**config.mk**
```make
export PLATFORM = sky130hd
export DESIGN_NAME = block_rms_ema_meter_top
export DESIGN_NICKNAME = d
export VERILOG_FILES = /design/src/hdl/brm_pkg.sv /design/src/hdl/brm_lane.sv /design/src/hdl/brm_merge.sv /design/src/hdl/block_rms_ema_meter_top.sv
export VERILOG_INCLUDE_DIRS = /design/src /design/src/hdl
export SDC_FILE = /design/constraint.sdc
export NUM_CORES = 2
export LEC_CHECK = 0
export BUFFER_PORTS_ARGS = -buffer_cell sky130_fd_sc_hd__buf_2
export CORE_MARGIN = 3
export CORE_UTILIZATION = 69
export CTS_CLUSTER_SIZE = 25
export DETAILED_ROUTE_END_ITERATION = 8
export PLACE_DENSITY = 0.87
export SYNTH_ARGS = -nofsm -noshare
export SYNTH_HDL_FRONTEND = slang
export SYNTH_SLANG_ARGS = --single-unit
```
**constraint.sdc**
```tcl
create_clock -name clk -period 15.66 [get_ports clk]
set_input_delay 3.132 -clock clk [delete_from_list [all_inputs] [get_ports clk]]
set_output_delay 3.132 -clock clk [all_outputs]
set_load 0.01 [all_outputs]
```
**src/hdl/block_rms_ema_meter_top_assert.svh**
```systemverilog
// Assertion macros for the RMS meter.
`ifndef BLOCK_RMS_EMA_METER_TOP_ASSERT_SVH
`define BLOCK_RMS_EMA_METER_TOP_ASSERT_SVH
`ifndef SYNTH
`define BRM_ASSERT(label, clk_s, rst_s, prop) \
  label: assert property (@(posedge clk_s) disable iff (rst_s) prop) \
    else $error("assertion failed");
`define BRM_ASSERT_NR(label, clk_s, prop) \
  label: assert property (@(posedge clk_s) prop) else $error("assertion failed");
`else
`define BRM_ASSERT(label, clk_s, rst_s, prop)
`define BRM_ASSERT_NR(label, clk_s, prop)
`endif
`endif

```
**src/hdl/brm_pkg.sv**
```systemverilog
package brm_pkg;
  localparam int MaxBlock = 4096;
  localparam int SumW = 43;
  // The count port carries MaxBlock itself and values above it.
  localparam int CntW = $clog2(MaxBlock) + 1;
  localparam int RmsW = 16;
  localparam int AccW = 32;
  localparam int AlphaW = 16;
  localparam logic [RmsW-1:0] RmsFull = 16'd32768;
  localparam logic CmdRecord = 1'b0;
  localparam logic CmdClear = 1'b1;
endpackage

```
**src/hdl/brm_lane.sv**
```systemverilog
// One lane: restoring division of the sum by the count, one quotient bit per
// cycle, then a restoring square root, one result bit per cycle.
module brm_lane (
  input  logic clk,
  input  logic rst,
  input  logic start,
  input  logic [brm_pkg::SumW-1:0] sum_sq,
  input  logic [brm_pkg::CntW-1:0] count,
  output logic done,
  output logic [brm_pkg::RmsW-1:0] rms
);
  import brm_pkg::*;

  localparam logic [1:0] StIdle = 2'd0;
  localparam logic [1:0] StDiv  = 2'd1;
  localparam logic [1:0] StSqrt = 2'd2;

  logic [1:0] state;
  logic [5:0] step;
  logic [SumW-1:0] quo;
  logic [CntW:0] rem;
  logic [CntW-1:0] div;
  logic [SumW:0] rad;
  logic [SumW+1:0] sq_rem;
  logic [22:0] root;
  logic [CntW:0] rem_sh;
  logic [SumW+1:0] sq_sh;
  logic [SumW+1:0] trial;

  assign rem_sh = {rem[CntW-1:0], quo[SumW-1]};
  assign sq_sh = {sq_rem[SumW-1:0], rad[SumW -: 2]};
  assign trial = {root, 2'b01};

  always_ff @(posedge clk) begin
    if (rst) begin
      state <= StIdle;
      done <= 1'b0;
    end else begin
      done <= 1'b0;
      unique case (state)
        StIdle: begin
          if (start) begin
            if (count == '0 || sum_sq == '0) begin
              done <= 1'b1;
            end else begin
              quo <= sum_sq;
              div <= count;
              rem <= '0;
              step <= 6'(SumW - 1);
              state <= StDiv;
            end
          end
        end
        StDiv: begin
          if (rem_sh >= {1'b0, div}) begin
            rem <= rem_sh - {1'b0, div};
            quo <= {quo[SumW-2:0], 1'b1};
          end else begin
            rem <= rem_sh;
            quo <= {quo[SumW-2:0], 1'b0};
          end
          if (step == '0) begin
            state <= StSqrt;
            step <= 6'd22;
          end else begin
            step <= step - 6'd1;
          end
        end
        StSqrt: begin
          if (step == 6'd22) begin
            // The radicand is padded to an even width: 22 bit pairs.
            rad <= {1'b0, quo};
            sq_rem <= '0;
            root <= '0;
            step <= 6'd21;
          end else begin
            rad <= {rad[SumW-2:0], 2'b00};
            if (sq_sh >= trial) begin
              sq_rem <= sq_sh - trial;
              root <= {root[21:0], 1'b1};
            end else begin
              sq_rem <= sq_sh;
              root <= {root[21:0], 1'b0};
            end
            if (step == '0) begin
              state <= StIdle;
              done <= 1'b1;
            end else begin
              step <= step - 6'd1;
            end
          end
        end
        default: state <= StIdle;
      endcase
    end
  end

  // Final root bit is resolved in the same edge as done; saturate the result.
  logic [22:0] root_fin;
  assign root_fin = (sq_sh >= trial) ? {root[21:0], 1'b1} : {root[21:0], 1'b0};
  always_ff @(posedge clk) begin
    if (state == StIdle && start && (count == '0 || sum_sq == '0)) begin
      rms <= '0;
    end else if (state == StSqrt && step == '0) begin
      rms <= (root_fin > 23'(RmsFull)) ? RmsFull : root_fin[RmsW-1:0];
    end
  end
endmodule

```
**src/hdl/brm_merge.sv**
```systemverilog
// Combines the lane results: counter, held RMS values and the two averages.
module brm_merge (
  input  logic clk,
  input  logic rst,
  input  logic clear,
  input  logic update,
  input  logic [brm_pkg::AlphaW-1:0] alpha,
  input  logic [brm_pkg::RmsW-1:0] in_rms,
  input  logic [brm_pkg::RmsW-1:0] left_rms,
  input  logic [brm_pkg::RmsW-1:0] right_rms,
  output logic done,
  output logic [31:0] count,
  output logic [brm_pkg::RmsW-1:0] hold_in,
  output logic [brm_pkg::RmsW-1:0] hold_left,
  output logic [brm_pkg::RmsW-1:0] hold_right,
  output logic [brm_pkg::RmsW-1:0] smooth_in,
  output logic [brm_pkg::RmsW-1:0] smooth_out
);
  import brm_pkg::*;

  logic [AccW-1:0] acc_in, acc_out, x_in, x_out;
  logic [16:0] w_old;
  logic [1:0] phase;
  logic [48:0] p_old, p_new;
  logic [AccW-1:0] cur_acc, cur_x;
  logic seed;
  logic [32:0] sum_in, sum_out;

  assign w_old = 17'h10000 - {1'b0, alpha};
  assign cur_acc = (phase == 2'd1) ? acc_in : acc_out;
  assign cur_x = (phase == 2'd1) ? x_in : x_out;

  always_ff @(posedge clk) begin
    if (rst) begin
      phase <= '0;
      done <= 1'b0;
      count <= '0;
      hold_in <= '0; hold_left <= '0; hold_right <= '0;
      acc_in <= '0; acc_out <= '0;
    end else begin
      done <= 1'b0;
      if (clear) begin
        count <= '0;
        hold_in <= '0; hold_left <= '0; hold_right <= '0;
        acc_in <= '0; acc_out <= '0;
        done <= 1'b1;
      end else if (update) begin
        hold_in <= in_rms; hold_left <= left_rms; hold_right <= right_rms;
        x_in <= {in_rms, 16'h0};
        x_out <= AccW'({17'(left_rms) + 17'(right_rms), 15'h0});
        count <= count + 32'd1;
        seed <= (count + 32'd1) == 32'd1;
        phase <= 2'd1;
      end else if (phase == 2'd1 || phase == 2'd2) begin
        // Multiply stage; a seeded average takes x as its old value.
        p_old <= (seed ? cur_x : cur_acc) * w_old;
        p_new <= cur_x * alpha;
        phase <= phase + 2'd1;
        if (phase == 2'd2) begin
          acc_in <= sum_in[AccW-1:0];
        end
      end else if (phase == 2'd3) begin
        acc_out <= sum_out[AccW-1:0];
        phase <= '0;
        done <= 1'b1;
      end
    end
  end

  logic [49:0] tot;
  assign tot = 50'(p_old) + 50'(p_new) + 50'd32768;
  assign sum_in = tot[48:16];
  assign sum_out = tot[48:16];

  logic [32:0] r_in, r_out;
  assign r_in = 33'(acc_in) + 33'd32768;
  assign r_out = 33'(acc_out) + 33'd32768;
  assign smooth_in = r_in[31:16];
  assign smooth_out = r_out[31:16];
endmodule

```
**src/hdl/block_rms_ema_meter_top.sv**
```systemverilog
// RMS level meter with exponential smoothing.
// Input channel: in_valid/in_stall with cmd, three sums of squares and the
// sample count. cmd set clears the counter, held RMS values and averages.
// Output channel: out_valid/out_stall with one snapshot per accepted item.
// ema_alpha must be written by cfg_we/cfg_data only while the block is idle;
// the block itself does not enforce this. Three lanes run side by side, one
// per sum: each divides by the count at one bit per cycle, loads the radicand
// and takes the root at one bit per cycle. The lane results are collected in a
// register, the merge stage updates the averages and the output register holds
// the snapshot. A clear goes straight to the merge stage, and an item whose
// count or all three sums are zero skips the division and the root.
// One item is in work at a time; in_stall is high from transfer until the
// result has been transferred out, and the next item can be transferred in the
// cycle after that. While out_stall is high the result holds.
// Reset clears the control state, counter, held RMS values and averages, sets
// ema_alpha to 6554 and leaves the block idle.
module block_rms_ema_meter_top (
  input  logic clk,
  input  logic rst,
  input  logic cfg_we,
  input  logic [brm_pkg::AlphaW-1:0] cfg_data,
  input  logic in_valid,
  output logic in_stall,
  input  logic cmd,
  input  logic [brm_pkg::SumW-1:0] in_sum_sq,
  input  logic [brm_pkg::SumW-1:0] left_sum_sq,
  input  logic [brm_pkg::SumW-1:0] right_sum_sq,
  input  logic [brm_pkg::CntW-1:0] sample_count,
  output logic out_valid,
  input  logic out_stall,
  output logic [31:0] block_count,
  output logic [brm_pkg::RmsW-1:0] last_in_rms,
  output logic [brm_pkg::RmsW-1:0] last_left_rms,
  output logic [brm_pkg::RmsW-1:0] last_right_rms,
  output logic [brm_pkg::RmsW-1:0] smooth_in_rms,
  output logic [brm_pkg::RmsW-1:0] smooth_out_rms
);
  import brm_pkg::*;
  `include "block_rms_ema_meter_top_assert.svh"

  logic [AlphaW-1:0] alpha;
  logic busy, start, clear;
  logic [2:0] lane_done, lane_seen;
  logic [RmsW-1:0] r_in, r_left, r_right;
  logic merge_done, all_lanes;
  logic [RmsW-1:0] rms_in_q, rms_left_q, rms_right_q;
  logic [RmsW-1:0] h_in, h_l, h_r, s_in, s_out;
  logic [31:0] cnt;

  assign in_stall = busy;
  assign start = in_valid && !busy && cmd == CmdRecord;
  assign clear = in_valid && !busy && cmd == CmdClear;

  always_ff @(posedge clk) begin
    if (rst) alpha <= 16'd6554;
    else if (cfg_we) alpha <= cfg_data;
  end

  brm_lane u_in (.clk, .rst, .start, .sum_sq(in_sum_sq), .count(sample_count),
    .done(lane_done[0]), .rms(r_in));
  brm_lane u_left (.clk, .rst, .start, .sum_sq(left_sum_sq), .count(sample_count),
    .done(lane_done[1]), .rms(r_left));
  brm_lane u_right (.clk, .rst, .start, .sum_sq(right_sum_sq), .count(sample_count),
    .done(lane_done[2]), .rms(r_right));

  // A lane with a zero sum finishes early, so collect the done flags.
  assign all_lanes = (lane_seen | lane_done) == 3'b111 && lane_seen != 3'b111;

  always_ff @(posedge clk) begin
    if (rst || start) lane_seen <= '0;
    else if (all_lanes) lane_seen <= 3'b111;
    else lane_seen <= lane_seen | lane_done;
    if (lane_done[0]) rms_in_q <= r_in;
    if (lane_done[1]) rms_left_q <= r_left;
    if (lane_done[2]) rms_right_q <= r_right;
  end

  logic go_merge;
  logic all_prev;
  always_ff @(posedge clk) begin
    if (rst) all_prev <= 1'b0;
    else all_prev <= all_lanes && busy;
  end
  assign go_merge = all_prev;

  brm_merge u_merge (.clk, .rst, .clear, .update(go_merge), .alpha,
    .in_rms(rms_in_q), .left_rms(rms_left_q), .right_rms(rms_right_q),
    .done(merge_done), .count(cnt), .hold_in(h_in), .hold_left(h_l),
    .hold_right(h_r), .smooth_in(s_in), .smooth_out(s_out));

  always_ff @(posedge clk) begin
    if (rst) begin
      busy <= 1'b0;
      out_valid <= 1'b0;
      block_count <= '0;
      last_in_rms <= '0;
      last_left_rms <= '0;
      last_right_rms <= '0;
      smooth_in_rms <= '0;
      smooth_out_rms <= '0;
    end else begin
      if (in_valid && !busy) busy <= 1'b1;
      if (merge_done) begin
        out_valid <= 1'b1;
        block_count <= cnt;
        last_in_rms <= h_in;
        last_left_rms <= h_l;
        last_right_rms <= h_r;
        smooth_in_rms <= s_in;
        smooth_out_rms <= s_out;
      end else if (out_valid && !out_stall) begin
        out_valid <= 1'b0;
        busy <= 1'b0;
      end
    end
  end

  `BRM_ASSERT(a_no_accept_busy, clk, rst, out_valid |-> in_stall)
  `BRM_ASSERT(a_result_needs_item, clk, rst, merge_done |-> busy)
  `BRM_ASSERT(a_clear_zero, clk, rst, $past(clear) |=> block_count == 32'd0)
  `BRM_ASSERT(a_hold_out, clk, rst, out_valid && out_stall |=> out_valid)
endmodule

```
# Yosys cells after proc, flatten, opt, wreduce, memory -nomap -nowiden
# Cells that the tools add are included.
[totals]
regBits = 1071
latch_bits = 0
mem_bits_rw = 0
rom_bits = 0
input_bits = 164
out_inout_bits = 114
wordCells = 297
memories = 0
[classes]
addsub = 17
mul = 2
n_div = 0
order_cmp = 9
eq_ne = 33
shifts = 0
n_mux = 103
bitwise = 9
reduce_logical = 61
[ops]
columns = ["cell", "n"]
rows = [
  ["$mux 43", 12],
  ["$pmux 43 s2", 3],
  ["$ge 45x25->1", 3],
  ["$logic_not 43->1", 3],
  ["$sub 43x25->43", 3],
  ["$mux 13", 9],
  ["$mux 32", 3],
  ["$mux 6", 15],
  ["$pmux 13 s2", 3],
  ["$gt 23x16->1 const B", 3],
  ["$add 32x16->32 const B", 2],
  ["$pmux 6 s3", 3],
  ["$add 48x16->48 const B", 1],
  ["$add 48x48->48", 1],
  ["$mul 32x16->48", 1],
  ["$mul 32x17->48", 1],
  ["$mux 16", 3],
  ["$ge 14x13->1", 3],
  ["$sub 13x13->13", 3],
  ["$mux 2", 18],
  ["$add 32x1->32 const B", 1],
  ["$eq 32x1->1 const B", 1],
  ["$reduce_and 5->1", 6],
  ["$reduce_and 4->1", 7],
  ["other kinds (28)", 126],
]

# Depth between registers and ports, before layout
[logic_depth]
word_depth = 5
mapped_depth = 32
ltp_nobuf = 30

# Modules after synthesis
# From an unflattened synthesis, not the netlist that was laid out.
[hier_totals]
cells_unflattened = 7899
area_unflattened_um2 = 77160.3
[by_module_without_submodules]
columns = ["module", "n_inst", "cells_per_inst", "area_each_um2", "seq_area_each_um2"]
rows = [
  ["brm_merge", 1, 4351, 38232.9, 5945.7],
  ["brm_lane", 3, 1021, 10891.7, 5935.7],
  ["block_rms_ema_meter_top", 1, 485, 6252.2, 4124.0],
]

# Worst setup path after synthesis
# OpenSTA, ideal clock, no wires.
[synth_path]
path_type = "input-to-reg"
from = "input port rst"
to = "register u_right.rad[0], enable pin"
setup_ns = 0.592
arrival_time_ns = 8.318
required_time_ns = 15.068
path_slack_ns = 6.750
path_stages = 3
n_path_buf = 2
path_cell_list = "clkbuf_1 -> clkbuf_1 -> nor2b_1"
[synth_between]
elab_chain_cells = 2
[synth_rtl]
columns = ["element", "line", "source"]
rows = [
  ["from (decl)", "block_rms_ema_meter_top.sv:19", "input logic rst,"],
  ["$not 1->1 (no source line)", "--", ""],
  ["$reduce_and 2->1 (no source line)", "--", ""],
  ["to (signal assigned)", "brm_lane.sv:72", "rad <= {1'b0, quo};"],
  ["to (signal assigned)", "brm_lane.sv:77", "rad <= {rad[SumW-2:0], 2'b00};"],
  ["to (decl)", "brm_lane.sv:23", "logic [SumW:0] rad;"],
]
# No other way between the ends.
# A chain may end at the register's enable or synchronous reset.

# Worst setup path after layout
[layout_path]
from = "register alpha[2]"
to = "register u_merge.p_old[39], data pin"
[layout_between]
elab_chain_cells = 2
[layout_rtl]
columns = ["element", "line", "source"]
rows = [
  ["from (decl)", "block_rms_ema_meter_top.sv:41", "logic [AlphaW-1:0] alpha;"],
  ["from (signal assigned)", "block_rms_ema_meter_top.sv:56", "else if (cfg_we) alpha <= cfg_data;"],
  ["$sub 17x16->17", "brm_merge.sv:29", "assign w_old = 17'h10000 - {1'b0, alpha};"],
  ["$mul 32x17->48", "brm_merge.sv:56", "p_old <= (seed ? cur_x : cur_acc) * w_old;"],
  ["to (signal assigned)", "brm_merge.sv:56", ""],
  ["to (decl)", "brm_merge.sv:24", "logic [48:0] p_old, p_new;"],
]
# No other way between the ends.

==> results.json <==
{
  "status": "complete, no violations",
  "cts_buffers": 106,
  "worst-setup-path-type": "register to register",
  "ys_types": 93,
  "syn-num-nets": 8819,
  "start_util_pct": 69.7,
  "whs_ns": 0.438,
  "endpoint_kind": "register",
  "cap_viol_max_count": 0,
  "synthTopCellsByArea": "edfxtp_1 28%, fa_1 17%, dfxtp_1 8.9%",
  "drc": 0,
  "dieArea_sq_um": 114000,
  "cts_tree": "yes",
  "setup_violations": 0,
  "synth_top_area_share_pct": 27.7,
  "wirelength_mm": 201,
  "ctsHoldBuffers": 0,
  "synth_seq_area_share_pct": 36.6,
  "clockBufferDepth": 3,
  "grt_max_degree": 105,
  "finalNetCount": 8965,
  "post-cts-setup-buffers": 0,
  "coreArea_sq_um": 109000,
  "min_path_type": "register to register",
  "detail-route-antenna-nets": 0,
  "cp_top_family": "adder cells",
  "avgViaCountPerCell": 6.16,
  "num_vias": 57100,
  "syn_area_sq_um": 76100,
  "p_per_area_nw_per_um2": 202,
  "die_x_microns": 338,
  "cp_data_required_time_ns": 16.13,
  "grt-ovfl-total": 0,
  "drive_above_1_share_pct": 11.4,
  "cp_num_cells": 29,
  "num_rows": 121,
  "drt_iter0_markers": 5379,
  "power_leakage_uw": 0.0358,
  "io_pins": 278,
  "skew_ns": 0.0655,
  "port_buffers": 277,
  "ys_ff_latch": 1041,
  "grt_usage_pct": 34.9,
  "fin_crit_sh_pct": 63.2,
  "hold_viol_final": 0,
  "cp_slowest_cell": "nor4_1",
  "multiInputGateArea_sq_um": 43600,
  "grt_pass1_wl_mm": 317,
  "synthMostInstantiatedCell": "inv_1",
  "crit_buf_inv": 5,
  "cp_max_fo": 28,
  "period_needed_ns": 9.90,
  "synth_commonest_cells": "980 x inv_1, 978 x nand2_1, 703 x edfxtp_1",
  "routedWlPerCell_microns": 21.7,
  "slowest_delay_ns": 1.04,
  "drt_pass1_iterations": 8,
  "crit_top_cell": "fa_1",
  "worst_pin_slew_ns": 1.39,
  "htreeDepth": 3,
  "die_h_microns": 338,
  "syn2layout_area_growth_pct": 8.74,
  "arrival_ns": 10.37,
  "root_buffer": "clkbuf_16",
  "gp_congestion": 0.969,
  "syn_avg_cell_area_sq_um": 10.1,
  "yosysWarnings": 0,
  "synth_edf_count": 703,
  "setup_tns_ns": 0,
  "clk_transition_reported_paths_ns": 0.07,
  "ff2ff_path_depth": 29,
  "peakVddDrop_mv": 0.816,
  "critPathLaunchType": "register",
  "clock.fmax_mhz": 101,
  "rsz0062_at_grt": "false",
  "cts-resized-gates": 0,
  "async_flop_share_pct": 0,
  "hold_depth": 0,
  "synth_cells": 7555,
  "yosys.area.top_type": "edfxtp_1",
  "clkSinkCount": 1041,
  "slew-limit-headroom_pct": 6.80,
  "antenna_found_initial": 2,
  "seqCellArea_sq_um": 27900,
  "grt_pass1_vias": 58900,
  "fillCellCount": 6923,
  "drv_slew": 0,
  "hpwl_mm": 144,
  "worstSkewPairLatency_ns": 0.72,
  "ys.flop_type": "edfxtp_1"
}
-- final cells by class --
class / count / area share [%]
multi-input cells: 5205 / 52.7
flip-flops and latches: 1041 / 33.7
inverters: 980 / 4.44
clock buffers: 143 / 3.73
repair buffers: 367 / 2.50
well taps: 1476 / 2.23
clock inverters: 58 / 0.717
diodes: 1 / 0.00302
-- through the flow --
| step | cell area, sq um | power (uW) | util (%) | std cells | setup slack (ns) |
|---|---|---|---|---|---|
| after CTS | 82800 | 16600 | 75.8 | 9270 | 5.85 |
| after global routing | 82800 | 18000 | 75.8 | 9270 | 5.25 |
| final | 82800 | 16700 | 75.8 | 9271 | 5.76 |
| after global placement | 79100 | 13500 | 72.5 | 9069 | 6.00 |
| after detailed placement | 79100 | 13900 | 72.5 | 9069 | 5.82 |
| after floorplan | 76100 | 11300 | - | 7555 | 6.75 |
-- power breakdown --
part / internal, uW / switching, uW
registers: 3640 / 162
clock network: 1470 / 1160
logic: 4230 / 6080
total: 9340 / 7400
-- flip-flops by register name (all words and copies together), names as in the netlist, 17 cells and up --
register and cells:
u_in.quo 43, u_merge.x_out 17, u_right.rad 44, block_count 32, u_merge.acc_in 32, u_in.root 23
u_in.sq_rem 43, u_left.quo 43, u_merge.p_new 33, u_left.root 23, u_merge.p_old 33, u_merge.acc_out 32
u_left.sq_rem 43, u_merge.count 32, u_right.sq_rem 43, u_right.quo 43, u_right.root 23, u_left.rad 44
u_in.rad 44
-- logic make-up (layout without fill, tap and decap cells) --
| group | count (synthesis) | after routing | synth area share, % |
|---|---|---|---|
| AOI/OAI and AO/OA | 849 | 849 | 7.34 |
| xor gates and xnor gates | 333 | 333 | 3.83 |
| adders and majority gates | 1100 | 1100 | 24.6 |
| buffers and inverters | 1309 | 1548 | 6.50 |
| DFF | 1041 | 1041 | 36.6 |
| muxes | 471 | 471 | 6.56 |
| other | 0 | 1 | 0 |
| and+or+nand+nor | 2452 | 2452 | 14.6 |
-- placed cells by master (no fill, tap or decap), drive strengths merged, types with 39 or more instances in the layout --
cell	n
mux2	225
nand2	978
nor2	685
a211oi	64
mux2i	246
xor2	153
edfxtp	703
o21ai	149
clkbuf	143
and2	190
or3	43
ha	441
dfxtp	338
inv	989
a22o	42
nand3	94
a21o	102
nand4	69
fa	659
clkinv	39
nor4	69
nor3	118
nor2b	65
xnor2	180
buf	367
a21oi	259
-- per-layer routing --
layer  GRT usage [%]  wire, microns  vias to the layer above  part of all wire [%]
met2            57.5          95100                     3106                    47
met4            18.9          12900                        0                   6.4
met3            7.53          20000                      776                   9.9
li1                -              -                    25400                     -
met1            43.2          73000                    27800                    36
met5               0              0                        -                     0
-- worst paths after layout --
check	endpoint	slack [ns]	startpoint
worst max-delay path	u_merge.p_old[39]	5.76	alpha[2]
worst min-delay path	rms_right_q[2]	0.44	u_right.rms[2]
worst max register to register	u_merge.p_old[39]	5.76	alpha[2]
worst min register to register	rms_right_q[2]	0.44	u_right.rms[2]
-- worst register-to-register path, delay by kind of cell, from the launching register on --
family,cells,cell delay (ns)
adders and majority gates,7,3.57
and+or+nand+nor,9,2.97
AOI/OAI and AO/OA,6,1.60
buffers and inverters,5,0.73
DFF,1,0.62
xor gates and xnor gates,2,0.22
Note: power is estimated with default switching activity, not from simulation.
